File: src/hdl/co2lrq_pkg.sv
// Codes, constants and the grading function of the CO2 level and recalibration qualifier.
package co2lrq_pkg;

  localparam int unsigned PPM_W    = 16;
  localparam int unsigned CAL_W    = 11;
  localparam int unsigned TICKS_W  = 6;
  localparam int unsigned STATUS_W = 3;
  localparam int unsigned LEVEL_W  = 2;
  localparam int unsigned OP_W     = 2;
  localparam int unsigned ADDR_W   = 5;
  localparam int unsigned DATA_W   = 32;

  // Operation codes of an input beat.
  localparam logic [OP_W-1:0] OP_TICK    = 2'd0;
  localparam logic [OP_W-1:0] OP_ARM     = 2'd1;
  localparam logic [OP_W-1:0] OP_DISARM  = 2'd2;
  localparam logic [OP_W-1:0] OP_RECAL   = 2'd3;

  // Status codes of a result beat.
  localparam logic [STATUS_W-1:0] STATUS_IDLE      = 3'd0;
  localparam logic [STATUS_W-1:0] STATUS_CHECKING  = 3'd1;
  localparam logic [STATUS_W-1:0] STATUS_CAL_NOW   = 3'd2;
  localparam logic [STATUS_W-1:0] STATUS_RANGE     = 3'd3;
  localparam logic [STATUS_W-1:0] STATUS_NOT_ARMED = 3'd4;
  localparam logic [STATUS_W-1:0] STATUS_UNSTABLE  = 3'd5;

  // Alert levels.
  localparam logic [LEVEL_W-1:0] LEVEL_GREEN  = 2'd0;
  localparam logic [LEVEL_W-1:0] LEVEL_YELLOW = 2'd1;
  localparam logic [LEVEL_W-1:0] LEVEL_RED    = 2'd2;
  localparam logic [LEVEL_W-1:0] LEVEL_BLINK  = 2'd3;

  // Register indexes on the configuration port.
  localparam logic [2:0] REG_YELLOW = 3'd0;
  localparam logic [2:0] REG_RED    = 3'd1;
  localparam logic [2:0] REG_BLINK  = 3'd2;
  localparam logic [2:0] REG_GRADE  = 3'd3;
  localparam logic [2:0] REG_START  = 3'd4;

  // Reset values of the registers.
  localparam logic [PPM_W-1:0] YELLOW_RESET = 16'd800;
  localparam logic [PPM_W-1:0] RED_RESET    = 16'd1000;
  localparam logic [PPM_W-1:0] BLINK_RESET  = 16'd1200;
  localparam logic [PPM_W-1:0] START_RESET  = 16'd400;

  // Recalibration limits and stability window.
  localparam logic [PPM_W-1:0]   CAL_LOW     = 16'd400;
  localparam logic [PPM_W-1:0]   CAL_HIGH    = 16'd2000;
  localparam logic [PPM_W:0]     FIRST_TOL   = 17'sd90;
  localparam logic [PPM_W:0]     STEP_TOL    = 17'sd30;
  localparam logic [TICKS_W-1:0] NEED_STABLE = 6'd60;
  localparam logic [TICKS_W-1:0] ARM_SPAN    = 6'd60;

  // Thresholds are tested in turn, whatever their relative order.
  function automatic logic [LEVEL_W-1:0] grade(input logic [PPM_W-1:0] v,
                                               input logic [PPM_W-1:0] yel,
                                               input logic [PPM_W-1:0] red,
                                               input logic [PPM_W-1:0] blk);
    logic [LEVEL_W-1:0] g;
    if (v < yel) begin
      g = LEVEL_GREEN;
    end else if (v < red) begin
      g = LEVEL_YELLOW;
    end else if (v < blk) begin
      g = LEVEL_RED;
    end else begin
      g = LEVEL_BLINK;
    end
    return g;
  endfunction

endpackage

File: src/hdl/co2_level_and_recal_qualifier.sv
// Top level of the CO2 level grader with its guarded recalibration qualifier.
//
// Input channel (in_valid/in_ready) carries one beat per event: a tick with an
// optional sample, an arm or disarm of the recalibration window, or a
// recalibration request with a reference value. Every input beat produces
// exactly one result beat on the output channel (out_valid/out_ready) with the
// alert level, the qualifier status, the calibration value and the stored
// reading and running average.
// The state is updated and the result computed in the cycle a beat is taken;
// the result appears in the output register in the following cycle. One beat
// is taken per cycle while the receiver does not stall; the output register is
// the only stage, so a result that waits is replaced in the same cycle that it
// is taken, and in_ready follows !out_valid || out_ready.
// When the receiver stalls, the result is held and no new beat is taken.
// A synchronous reset empties the output register, reloads the registers with
// their defaults and sets reading and average to the start value of 400 ppm.
// Thresholds and grading mode are written over the APB-style port, which
// always answers at once; they are meant to change only while the block idles.
module co2_level_and_recal_qualifier (
  input  logic                                clk,
  input  logic                                rst,
  // Configuration port
  input  logic                                psel,
  input  logic                                penable,
  input  logic                                pwrite,
  input  logic [co2lrq_pkg::ADDR_W-1:0]       paddr,
  input  logic [co2lrq_pkg::DATA_W-1:0]       pwdata,
  output logic [co2lrq_pkg::DATA_W-1:0]       prdata,
  output logic                                pready,
  // Input channel
  input  logic                                in_valid,
  output logic                                in_ready,
  input  logic [co2lrq_pkg::OP_W-1:0]         op,
  input  logic                                sample_valid,
  input  logic [co2lrq_pkg::PPM_W-1:0]        sample_ppm,
  input  logic [co2lrq_pkg::PPM_W-1:0]        reference_ppm,
  // Output channel
  output logic                                out_valid,
  input  logic                                out_ready,
  output logic [co2lrq_pkg::LEVEL_W-1:0]      level,
  output logic [co2lrq_pkg::STATUS_W-1:0]     status,
  output logic [co2lrq_pkg::CAL_W-1:0]        cal_value,
  output logic [co2lrq_pkg::PPM_W-1:0]        reading_ppm,
  output logic [co2lrq_pkg::PPM_W-1:0]        average_ppm
);
  import co2lrq_pkg::*;

  // Configuration registers
  logic [PPM_W-1:0] yellow_threshold;
  logic [PPM_W-1:0] red_threshold;
  logic [PPM_W-1:0] blink_threshold;
  logic             grade_average;
  logic [PPM_W-1:0] start_value;

  // Qualifier state
  logic [PPM_W-1:0]   reading, reading_next;
  logic [PPM_W-1:0]   running_average, running_average_next;
  logic [TICKS_W-1:0] arm_ticks, arm_ticks_next;
  logic               checking, checking_next;
  logic [PPM_W-1:0]   first_reading, first_reading_next;
  logic [PPM_W-1:0]   previous_reading, previous_reading_next;
  logic [TICKS_W-1:0] stable_count, stable_count_next;
  logic [CAL_W-1:0]   held_reference, held_reference_next;

  // Result of the beat being taken
  logic [LEVEL_W-1:0]  level_next;
  logic [STATUS_W-1:0] status_next;
  logic [CAL_W-1:0]    cal_next;

  logic             cfg_write;
  logic [2:0]       cfg_index;
  logic             in_take;
  logic [PPM_W:0]   avg_sum;
  logic [PPM_W-1:0] avg_half;
  logic [PPM_W:0]   diff_first;
  logic [PPM_W:0]   diff_prev;
  logic             near_first;
  logic             near_prev;
  logic [TICKS_W-1:0] count_inc;

  assign pready    = 1'b1;
  assign cfg_write = psel && penable && pwrite;
  assign cfg_index = paddr[ADDR_W-1:2];

  always_comb begin
    case (cfg_index)
      REG_YELLOW: prdata = {{(DATA_W-PPM_W){1'b0}}, yellow_threshold};
      REG_RED:    prdata = {{(DATA_W-PPM_W){1'b0}}, red_threshold};
      REG_BLINK:  prdata = {{(DATA_W-PPM_W){1'b0}}, blink_threshold};
      REG_GRADE:  prdata = {{(DATA_W-1){1'b0}}, grade_average};
      REG_START:  prdata = {{(DATA_W-PPM_W){1'b0}}, start_value};
      default:    prdata = '0;
    endcase
  end

  always_ff @(posedge clk) begin
    if (rst) begin
      yellow_threshold <= YELLOW_RESET;
      red_threshold    <= RED_RESET;
      blink_threshold  <= BLINK_RESET;
      grade_average    <= 1'b1;
      start_value      <= START_RESET;
    end else if (cfg_write) begin
      case (cfg_index)
        REG_YELLOW: yellow_threshold <= pwdata[PPM_W-1:0];
        REG_RED:    red_threshold    <= pwdata[PPM_W-1:0];
        REG_BLINK:  blink_threshold  <= pwdata[PPM_W-1:0];
        REG_GRADE:  grade_average    <= pwdata[0];
        REG_START:  start_value      <= pwdata[PPM_W-1:0];
        default: begin
        end
      endcase
    end
  end

  assign in_ready = !out_valid || out_ready;
  assign in_take  = in_valid && in_ready;

  assign avg_sum  = {1'b0, running_average} + {1'b0, reading};
  assign avg_half = avg_sum[PPM_W:1];

  // Stability is judged on signed differences, so a sample below the centre
  // does not wrap round to a large positive value.
  assign diff_first = {1'b0, sample_ppm} - {1'b0, first_reading};
  assign diff_prev  = {1'b0, sample_ppm} - {1'b0, previous_reading};
  assign near_first = ($signed(diff_first) > -$signed(FIRST_TOL)) &&
                      ($signed(diff_first) < $signed(FIRST_TOL));
  assign near_prev  = ($signed(diff_prev) > -$signed(STEP_TOL)) &&
                      ($signed(diff_prev) < $signed(STEP_TOL));
  assign count_inc  = stable_count + 1'b1;

  always_comb begin
    reading_next          = reading;
    running_average_next  = running_average;
    arm_ticks_next        = arm_ticks;
    checking_next         = checking;
    first_reading_next    = first_reading;
    previous_reading_next = previous_reading;
    stable_count_next     = stable_count;
    held_reference_next   = held_reference;
    status_next           = STATUS_IDLE;
    cal_next              = '0;
    level_next            = grade(grade_average ? running_average : reading,
                                  yellow_threshold, red_threshold, blink_threshold);

    if (checking) begin
      status_next = STATUS_CHECKING;
      if (op == OP_TICK && sample_valid) begin
        reading_next = sample_ppm;
        if (near_first && near_prev) begin
          previous_reading_next = sample_ppm;
          stable_count_next     = count_inc;
          if (count_inc >= NEED_STABLE) begin
            checking_next = 1'b0;
            status_next   = STATUS_CAL_NOW;
            cal_next      = held_reference;
          end
        end else begin
          checking_next = 1'b0;
          status_next   = STATUS_UNSTABLE;
        end
      end else if (op == OP_ARM) begin
        arm_ticks_next = ARM_SPAN;
      end else if (op == OP_DISARM) begin
        arm_ticks_next = '0;
      end
    end else begin
      case (op)
        OP_TICK: begin
          running_average_next = avg_half;
          // Grading sees the new average but the reading from before the sample.
          level_next = grade(grade_average ? avg_half : reading,
                             yellow_threshold, red_threshold, blink_threshold);
          if (sample_valid) begin
            reading_next = sample_ppm;
          end
          if (arm_ticks != '0) begin
            arm_ticks_next = arm_ticks - 1'b1;
          end
        end
        OP_ARM: begin
          arm_ticks_next = ARM_SPAN;
        end
        OP_DISARM: begin
          arm_ticks_next = '0;
        end
        OP_RECAL: begin
          if (reference_ppm < CAL_LOW || reference_ppm > CAL_HIGH) begin
            status_next = STATUS_RANGE;
          end else if (arm_ticks == '0) begin
            status_next = STATUS_NOT_ARMED;
          end else begin
            arm_ticks_next        = '0;
            checking_next         = 1'b1;
            first_reading_next    = reading;
            previous_reading_next = reading;
            stable_count_next     = '0;
            held_reference_next   = reference_ppm[CAL_W-1:0];
            status_next           = STATUS_CHECKING;
          end
        end
        default: begin
        end
      endcase
    end
  end

  always_ff @(posedge clk) begin
    if (rst) begin
      reading          <= START_RESET;
      running_average  <= START_RESET;
      arm_ticks        <= '0;
      checking         <= 1'b0;
      first_reading    <= '0;
      previous_reading <= '0;
      stable_count     <= '0;
      held_reference   <= '0;
    end else if (in_take) begin
      reading          <= reading_next;
      running_average  <= running_average_next;
      arm_ticks        <= arm_ticks_next;
      checking         <= checking_next;
      first_reading    <= first_reading_next;
      previous_reading <= previous_reading_next;
      stable_count     <= stable_count_next;
      held_reference   <= held_reference_next;
    end
  end

  // Output register: control state is reset, payload is simply loaded.
  always_ff @(posedge clk) begin
    if (rst) begin
      out_valid <= 1'b0;
    end else if (in_take) begin
      out_valid <= 1'b1;
    end else if (out_ready) begin
      out_valid <= 1'b0;
    end
  end

  always_ff @(posedge clk) begin
    if (in_take) begin
      level       <= level_next;
      status      <= status_next;
      cal_value   <= cal_next;
      reading_ppm <= reading_next;
      average_ppm <= running_average_next;
    end
  end

endmodule

File: config.mk
export PLATFORM = sky130hd
export DESIGN_NAME = co2_level_and_recal_qualifier
export DESIGN_NICKNAME = d
export VERILOG_FILES = /design/src/hdl/co2lrq_pkg.sv /design/src/hdl/co2_level_and_recal_qualifier.sv
export SDC_FILE = /design/constraint.sdc
export NUM_CORES = 1
export LEC_CHECK = 0
export ABC_AREA = 1
export BUFFER_PORTS_ARGS = -buffer_cell sky130_fd_sc_hd__buf_4
export CELL_PAD_IN_SITES_DETAIL_PLACEMENT = 1
export CELL_PAD_IN_SITES_GLOBAL_PLACEMENT = 2
export CORE_AREA = 2 2 209 211
export CTS_BUF_LIST = sky130_fd_sc_hd__clkbuf_16
export CTS_CLUSTER_DIAMETER = 40
export CTS_CLUSTER_SIZE = 20
export DETAILED_ROUTE_END_ITERATION = 12
export DIE_AREA = 0 0 211 213
export PLACE_DENSITY_LB_ADDON = 0.1
export RECOVER_POWER = 50
export SYNTH_ARGS = -nofsm -noshare
export SYNTH_HDL_FRONTEND = slang
export SYNTH_SLANG_ARGS = --single-unit
File: constraint.sdc
create_clock -name clk -period 3.6 [get_ports clk]
set_input_delay 0.36 -clock clk [delete_from_list [all_inputs] [get_ports clk]]
set_output_delay 0.36 -clock clk [all_outputs]
set_load 0.1 [all_outputs]
==> flow_metrics.env, run 1 <==
export IMPL_drive_gt1_frac=0.1301
export IMPL_fin_crit_sh=0.9204
export IMPL_status="finished with violations"
export IMPL_pre_cts_ws_ps=-170.9
export IMPL_std_cell_rows=76
export IMPL_postLayoutCoreUtil=0.3993
export IMPL_drt_wl_total_um=48450
export IMPL_dieArea_mm2=0.04494
export IMPL_grt_pass1_vias=14010
export IMPL_fin_crit_ps=3313
export IMPL_clock_fmax_ghz=0.3018
export IMPL_relSlewSlack=-0.6436
export IMPL_ys_seq_area_frac=0.3255
export IMPL_die_w_um=211
export IMPL_maxSlewViolCount=131
export IMPL_io_pins=162
export IMPL_syn2layout_area_growth_pct=22.66
export IMPL_holdWs_ps=35.19
export IMPL_critPathRequiredTime_ps=3910
export IMPL_finalClockSkew_ps=20.99
export IMPL_n_antenna_cell=0
export IMPL_hpwlAfterDp_um=38300
export IMPL_routedWlPerCell_um=17.50
export IMPL_cts_tree="done"
export IMPL_maxCapViolCount=2
export IMPL_drtIter0Drc=516
export IMPL_route_vias_total=13640
export IMPL_p_leak_nw=8.015
export IMPL_synthCells=2020
export IMPL_track_usage=0.2157
export IMPL_port_buffers=126
export IMPL_antenna_found_initial=0
export IMPL_synth_edf_count=48
export IMPL_fin_cells=2768
export IMPL_start_util=0.3255
export IMPL_clkSinkCount=202
export IMPL_netlist_area_mm2=0.01390
export IMPL_numCtsBuffers=43
export IMPL_irDropWorstVdd_mv=0.2724
export IMPL_layout_setup_ws_ps=286.6
export IMPL_root_buffer="clkbuf_16"
export IMPL_drtPass1Iterations=4
export IMPL_min_path_type="in2reg"
export IMPL_drc=0
export IMPL_antenna_left=0
export IMPL_path_max_fanout=3
export IMPL_crit_path_end_kind="flop"
export IMPL_yosysWarnings=0
export IMPL_grt_pass1_wl_um=75380
export IMPL_fin_setup_tns_ps=0
export IMPL_hold_violations=0
export IMPL_power_density_mw_per_mm2=476.4
export IMPL_grt_max_degree=76
export IMPL_critPathLaunchType="flop"
export IMPL_synthArstFlopShare=0
export IMPL_avgSynthCellArea_um2=6.880
export IMPL_grt_overflow=0
export IMPL_ys_flop_type="dfxtp_1"
export IMPL_r2r_slack_ps=290
export IMPL_cts_clk_slew_worst_paths_ps=50
export IMPL_die_y_um=213
export IMPL_tightest_slew_ps=2465
export IMPL_synth_seq_cells=202
export IMPL_nets=2408
export IMPL_core_area_mm2=0.04270
export IMPL_path_class="reg2reg"
export IMPL_cts_buffer_depth=3
export IMPL_htreeDepth=2
export IMPL_post_place_cells=2684
export IMPL_viasPerCell=4.928
export IMPL_violations="max-capacitance violations, max-slew violations"
export IMPL_clk_latency_ps=560
export IMPL_synth_cell_types=52
export IMPL_setup_viol=0
export IMPL_arrival_ps=3620
export IMPL_globalplace_congestion=0.8377
registers in the layout (all words and copies together), names as in the netlist, 2 cells and up:
register,cells
held_reference,11
average_ppm,16
blink_threshold,16
previous_reading,16
reading,16
reading_ppm,16
cal_value,11
yellow_threshold,16
arm_ticks,6
running_average,16
red_threshold,16
first_reading,16
level,2
status,3
start_value,16
stable_count,6
Yosys cell counts (15+ instances only):
cell / number / area [µm²]
clkbuf_1: 52 / 195.2
a21oi_1: 186 / 930.9
o21ai_0: 196 / 980.9
ha_1: 139 / 1739
buf_4: 18 / 135.1
nand4_1: 17 / 106.4
edfxtp_1: 48 / 1441
o211ai_1: 15 / 112.6
nand2_1: 503 / 1888
dfxtp_1: 154 / 3083
inv_1: 280 / 1051
nor2_1: 165 / 619.3
nand3_1: 92 / 460.4
nand2_2: 23 / 143.9
o2111ai_1: 21 / 183.9
layer usage:
metal	vias to the layer above	GRT usage	share of wire
li1	6957	-	-
met1	6474	0.2533	0.44
met2	146	0.4065	0.51
met3	64	0.02839	0.025
met4	0	0.06362	0.025
met5	-	0	0
where the power goes:
part / switching [mW] / total (mW) / internal, mW
registers: 0.0490 / 2.47 / 2.42
logic: 1.26 / 1.77 / 0.511
clock network: 1.38 / 3.88 / 2.50
total: 2.69 / 8.12 / 5.43
cell families after synthesis:
kind of cell               Yosys count  synth area share
AOI/OAI and AO/OA                  452            0.1773
xor gates and xnor gates            19           0.01197
adders and majority gates          142            0.1295
buffers and inverters              369            0.1061
DFF                                202            0.3255
other                                2         0.0005404
and+or+nand+nor                    834            0.2491
stage by stage:
| stage | area, µm² | total power, mW |
|---|---|---|
| 6_report | 17050 | 8.121 |
| 3_5_place_dp | 15670 | 4.289 |
| 5_1_grt | 17050 | 8.532 |
| 4_1_cts | 17100 | 8.240 |
| 2_1_floorplan | 13960 | 3.750 |
| 3_3_place_gp | 15670 | 4.241 |
path summary, 6_finish.rpt:
path	startpoint	end	depth (start not counted)
worst min-delay path	pwdata[8]	start_value[8]	3
worst min register to register	held_reference[3]	held_reference[3]	2
worst max-delay path	reading[0]	level[0]	22
worst max register to register	reading[0]	level[0]	22
cell usage in the layout (no fill, tap or decap), types with 7 or more instances in the layout:
cell type,n
nand3_1,92
xor2_1,11
a21oi_2,9
edfxtp_1,48
nor2_1,163
clkbuf_1,58
conb_1,17
inv_1,283
inv_6,9
xnor2_1,8
nand4_1,17
o2111ai_1,21
dfxtp_1,149
nand2_2,28
inv_2,10
buf_4,125
o21ai_1,8
ha_1,134
o211ai_1,15
nand2_1,496
o21ai_0,188
clkbuf_16,45
clkinv_2,7
a21oi_1,179
what timing repair did:
item,4_1_cts,5_1_grt
endpoints found under the setup margin,2,2
hold buffers,0,0
gates resized for setup,8,41
setup buffers,0,4
pin swaps,0,24
layout make-up:
| cell class | instances | area (µm²) |
|---|---|---|
| fill | 5400 | 25650 |
| multi-input combinational | 1464 | 8135 |
| sequential | 202 | 4533 |
| timing repair buffer | 186 | 1186 |
| clock buffer | 45 | 1126 |
| inverter | 290 | 1090 |
| tap | 546 | 683.2 |
| clock inverter | 35 | 294.0 |
worst max-delay path, cell delays in order (launching register included):
cell      delay, ps
dfxtp_2         350
nand2_4          70
fa_2            400
o21ai_2         140
nand2_1          70
nand2_1          70
nand2_1          60
nand2_2          80
nand2_2          50
nand2_2          70
a21boi_2         80
o21ai_1         170
xor2_1          190
nand2_1         110
nand2_4         130
ha_4            220
nand2_2          70
nor2_2           40
a211oi_2        230
o221a_2         240
a21oi_2          60
nand2_1         110
nand2_1          50
No activity file was read; power rests on OpenSTA's default activity.
==> run 2: changes to the inputs <==
- clock period: 3.6 -> 3.75 ns (I/O delays scaled with it)
==> run 2 against run 1 <==
Net effect:
- the flow still finishes with violations (max-capacitance violations, max-slew violations)
- die area is the same
- register-to-register slack worse by 60 ps
- non-clock buffer count is 18 lower
- largest cell class unchanged
- largest power group unchanged
==> flow_metrics.env, run 2 (synthesis gave the netlist of run 1 again) <==
export IMPL_min_path_type="in2reg"
export IMPL_status="finished with violations"
export IMPL_grt_pass1_wl_um=75710
export IMPL_start_util=0.3255
export IMPL_root_buffer="clkbuf_16"
export IMPL_viasPerCell=4.930
export IMPL_r2r_slack_ps=220
export IMPL_n_antenna_cell=0
export IMPL_crit_path_end_kind="flop"
export IMPL_fin_crit_sh=0.9406
export IMPL_cts_tree="done"
export IMPL_path_max_fanout=3
export IMPL_arrival_ps=3830
export IMPL_crit_buf_inv=1
export IMPL_path_class="reg2reg"
export IMPL_postCtsSetupRepairBufs=0
export IMPL_max_stage_delay_ps=320
export IMPL_power_density_mw_per_mm2=463.3
export IMPL_grt_setup_unrepaired="false"
export IMPL_grt_use_met2=0.3986
export IMPL_maxSlewViolCount=151
export IMPL_finalClockSkew_ps=14.40
export IMPL_dieArea_mm2=0.04494
export IMPL_final_cell_mix="nand2_1 (502), inv_1 (282), o21ai_0 (192)"
export IMPL_globalRouteMet3Util=0.03118
export IMPL_use_met1=0.2581
export IMPL_crit_chain="ha_1, a21oi_1, o21ai_2, a21oi_1, o21ai_1, a21boi_1, buf_4, xor2_1, o21ai_0, ha_1, a21oi_1, nor2_1, a211oi_1, o221a_2, a21oi_1, nand2_1, nand2_1"
export IMPL_holdWs_ps=61.33
export IMPL_crit_family="compound AO/OA/AOI/OAI gates"
export IMPL_setup_viol=0
export IMPL_numCtsBuffers=44
export IMPL_p_leak_nw=7.925
export IMPL_routedWlPerCell_um=17.38
export IMPL_postLayoutCoreUtil=0.3937
export IMPL_antenna_left=0
export IMPL_route_vias_total=13570
export IMPL_drc=0
export IMPL_grt_overflow=0
export IMPL_tightest_slew_ps=2370
export IMPL_syn2layout_area_growth_pct=20.96
export IMPL_die_w_um=211
export IMPL_drt_wl_total_um=47840
export IMPL_htreeDepth=2
export IMPL_nets=2391
export IMPL_irDropWorstVdd_mv=0.2490
export IMPL_io_pins=162
export IMPL_cts_hold_buf=0
export IMPL_drive_gt1_frac=0.1106
export IMPL_grt_pass1_vias=14200
export IMPL_cts_clk_slew_worst_paths_ps=50
export IMPL_drtIter0Drc=502
export IMPL_hpwlAfterDp_um=37900
export IMPL_critPathLaunchType="flop"
export IMPL_cp_slowest_cell="ha_1"
export IMPL_power_mw=7.789
export IMPL_cts_buffer_depth=3
export IMPL_fin_setup_tns_ps=0
export IMPL_die_y_um=213
export IMPL_clock_fmax_ghz=0.2835
export IMPL_layout_commonest_cell="nand2_1"
export IMPL_hold_violations=0
export IMPL_track_usage=0.2152
export IMPL_drtPass1Iterations=4
export IMPL_clk_latency_ps=560
export IMPL_core_area_mm2=0.04270
export IMPL_violations="max-capacitance violations, max-slew violations"
export IMPL_maxCapViolCount=3
export IMPL_globalplace_congestion=0.8793
export IMPL_critPathRequiredTime_ps=4050
export IMPL_grt_max_degree=76
export IMPL_port_buffers=126
export IMPL_fin_crit_ps=3527
export IMPL_std_cell_rows=76
export IMPL_clkSinkCount=202
export IMPL_relSlewSlack=-0.5798
export IMPL_antenna_found_initial=0
export IMPL_gr_max_usage_layer="met2"
export IMPL_crit_top_cell="a21oi_1"
-- run 2: timing repair --
action / in CTS / in global routing
endpoints found under the hold margin: 0 / 0
gates resized for setup: 0 / 13
endpoints found under the setup margin: 0 / 2
-- run 2: where the power goes --
group	internal (mW)	leakage (nW)	switching, mW
Clock	2.41	0.719	1.37
Combinational	0.459	5.48	1.18
Sequential	2.32	1.72	0.0437
Total	5.19	7.92	2.60
-- run 2: layer usage --
| metal | vias to the layer above | share of wire | wire length, µm |
|---|---|---|---|
| li1 | 6928 | - | - |
| met1 | 6432 | 0.44 | 21120 |
| met2 | 148 | 0.51 | 24330 |
| met3 | 60 | 0.027 | 1304 |
| met4 | 0 | 0.023 | 1085 |
| met5 | - | 0 | 0 |
-- run 2: cell type report --
cell class / count / area [µm²]
Fill cell: 5369 / 25880
Multi-Input combinational cell: 1464 / 7996
Sequential cell: 202 / 4526
Clock buffer: 48 / 1201
Inverter: 290 / 1090
Timing Repair Buffer: 168 / 1061
Tap cell: 546 / 683.2
Clock inverter: 34 / 254.0
-- run 2: per-stage QoR --
stage	instance area, µm²	worst slack (ps)	instances
floorplan	13960	333.1	2035
CTS	17020	19.08	2752
finish	16810	222.9	2752
global placement	15560	76.28	2670
detailed placement	15560	45.42	2670
global route	16810	3.632	2752
-- run 2: final timing paths --
path                                        start                 to  depth (start not counted)
worst max-delay path                   reading[2]           level[0]                         17
worst max register to register         reading[2]           level[0]                         17
worst min register to register  held_reference[2]  held_reference[2]                          2
worst min-delay path                    pwdata[7]     start_value[7]                          3
-- run 2: tightest hold or removal path, stage by stage --
cell,delay (ps)
buf_4,110
nand2_1,50
nand3_1,50
==> run 3: changes to the inputs <==
- CORE_AREA: 2 2 209 211 -> 2 2 199 221
- DIE_AREA: 0 0 211 213 -> 0 0 201 223
==> run 3 against run 2 <==
Net effect:
- the flow still finishes with violations (max-capacitance violations, max-slew violations)
- non-clock buffer count shrank 2
- register-to-register slack gained 50 ps
- final area grew 0.33%
- die area shrank 0.27%
- total power grew 0.75%
- setup slack gained 45 ps
==> flow_metrics.env, run 3 (synthesis gave the netlist of run 1 again) <==
export IMPL_drtPass1Iterations=4
export IMPL_htreeDepth=2
export IMPL_routedWlPerCell_um=17.23
export IMPL_n_antenna_cell=0
export IMPL_p_clk_frac=0.489
export IMPL_layout_commonest_cell="nand2_1"
export IMPL_power_switching_mw=2.513
export IMPL_hold_violations=0
export IMPL_viasPerCell=4.904
export IMPL_critPathLaunchType="flop"
export IMPL_antenna_found_initial=0
export IMPL_syn2layout_area_growth_pct=21.35
export IMPL_crit_chain="ha_1, nand2_1, o21ai_1, a21oi_2, o21ai_2, a21boi_2, o21ai_2, nand2_1, nand3_1, a31oi_1, buf_4, ha_1, nand2_1, nor4_4, o21ai_2, o2111ai_1, o2111ai_1, nand2_1, nand2_1"
export IMPL_clkSinkCount=202
export IMPL_relSlewSlack=-0.08305
export IMPL_cts_clk_slew_worst_paths_ps=50
export IMPL_cp_slowest_cell="ha_1"
export IMPL_globalplace_congestion=0.8638
export IMPL_drc=0
export IMPL_start_util=0.3252
export IMPL_die_y_um=223
export IMPL_tightest_slew_ps=1616
export IMPL_cts_tree="done"
export IMPL_fin_cells=2774
export IMPL_fin_crit_sh=0.9285
export IMPL_sequentialPowerShare=0.302
export IMPL_setup_viol=0
export IMPL_numCtsBuffers=42
export IMPL_hpwlAfterDp_um=38060
export IMPL_track_usage=0.2132
export IMPL_internal_power_mw=5.334
export IMPL_std_cell_rows=80
export IMPL_drt_wl_total_um=47810
export IMPL_power_density_mw_per_mm2=465.3
export IMPL_die_w_um=201
export IMPL_nets=2387
export IMPL_post_place_cells=2694
export IMPL_final_cell_mix="nand2_1 (501), inv_1 (286), o21ai_0 (191)"
export IMPL_clock_fmax_ghz=0.2872
export IMPL_core_area_mm2=0.04274
export IMPL_root_buffer="clkbuf_16"
export IMPL_holdWs_ps=71.06
export IMPL_crit_top_cell="nand2_1"
export IMPL_arrival_ps=3770
export IMPL_maxCapViolCount=1
export IMPL_path_class="reg2reg"
export IMPL_fin_crit_ps=3482
export IMPL_cts_hold_buf=0
export IMPL_p_comb_frac=0.209
export IMPL_irDropWorstVdd_mv=0.2646
export IMPL_p_leak_nw=7.932
export IMPL_grt_max_degree=70
export IMPL_path_max_fanout=4
export IMPL_io_pins=162
export IMPL_clk_latency_ps=550
export IMPL_min_path_type="in2reg"
export IMPL_route_vias_total=13610
export IMPL_critPathRequiredTime_ps=4040
export IMPL_cts_buffer_depth=3
export IMPL_port_buffers=126
export IMPL_grt_overflow=0
export IMPL_status="finished with violations"
export IMPL_p_sw_frac=0.3202
export IMPL_max_stage_delay_ps=350
export IMPL_dieArea_mm2=0.04482
export IMPL_drive_gt1_frac=0.1091
export IMPL_maxSlewViolCount=42
export IMPL_crit_path_end_kind="flop"
export IMPL_antenna_left=0
export IMPL_drtIter0Drc=466
export IMPL_violations="max-capacitance violations, max-slew violations"
export IMPL_grt_pass1_wl_um=75840
export IMPL_finalClockSkew_ps=17.43
export IMPL_grt_pass1_vias=14260
-- run 3: cell count changes in the layout (fill, tap and decap cells not counted), sizes merged --
cell	previous run	this run
clkinv	17	16
bufinv	1	4
buf	111	107
clkinvlp	4	3
clkbuf	105	107
inv	302	297
-- run 3: layout make-up --
| class | count | area, µm² |
|---|---|---|
| fillers | 5504 | 25870 |
| multi-input cells | 1464 | 8026 |
| flip-flops and latches | 202 | 4526 |
| clock buffers | 48 | 1201 |
| inverters | 290 | 1090 |
| repair buffers | 166 | 1039 |
| well taps | 574 | 718.2 |
| clock inverters | 30 | 266.5 |
-- run 3: what timing repair did --
item / 4_1_cts / 5_1_grt
pin swaps: 0 / 6
endpoints found under the setup margin: 2 / 2
setup buffers: 0 / 2
resized for setup: 5 / 15
-- run 3: power by group through the flow --
stage	Sequential, mW	Clock [mW]	Combinational (mW)
5_1_grt	2.37	4.01	1.82
6_report	2.37	3.84	1.64
2_1_floorplan	2.68	0	0.921
4_1_cts	2.37	3.93	1.68
3_5_place_dp	2.41	0	1.67
3_3_place_gp	2.41	0	1.63
-- run 3: stage by stage --
step             util  power (mW)  cell area [µm²]  setup WS (ps)  setup TNS, ps
2_1_floorplan       -       3.600            13960          333.1              0
3_3_place_gp   0.3642       4.041            15560          9.942              0
3_5_place_dp   0.3642       4.083            15560         -149.9         -182.0
4_1_cts        0.3986       7.979            17040          12.89              0
5_1_grt        0.3946       8.209            16870         -21.77         -21.77
6_report       0.3946       7.847            16870          268.2              0
-- run 3: critical path, delay by kind of cell (launching register included) --
kind | cells | cell delay (ps)
AO/OA/AOI/OAI | 9 | 1300
adder cells (fa/ha/maj) | 2 | 620
buffers and inverters | 1 | 160
flip-flops | 1 | 310
AND/OR/NAND/NOR | 7 | 820
-- run 3: per-layer routing --
metal  track usage  vias up  part of all wire
met1        0.2455     6461              0.43
met5             0        -                 0
li1              -     6916                 -
met4       0.06165        0             0.023
met2        0.4061      167              0.52
met3       0.03024       61             0.027
-- run 3: final timing paths --
path	startpoint	end	slack [ps]	depth (start not counted)
max	running_average[2]	level[0]	270	19
min	pwdata[8]	start_value[8]	70	3
max reg2reg	running_average[2]	level[0]	270	19
min reg2reg	held_reference[1]	held_reference[1]	460	2
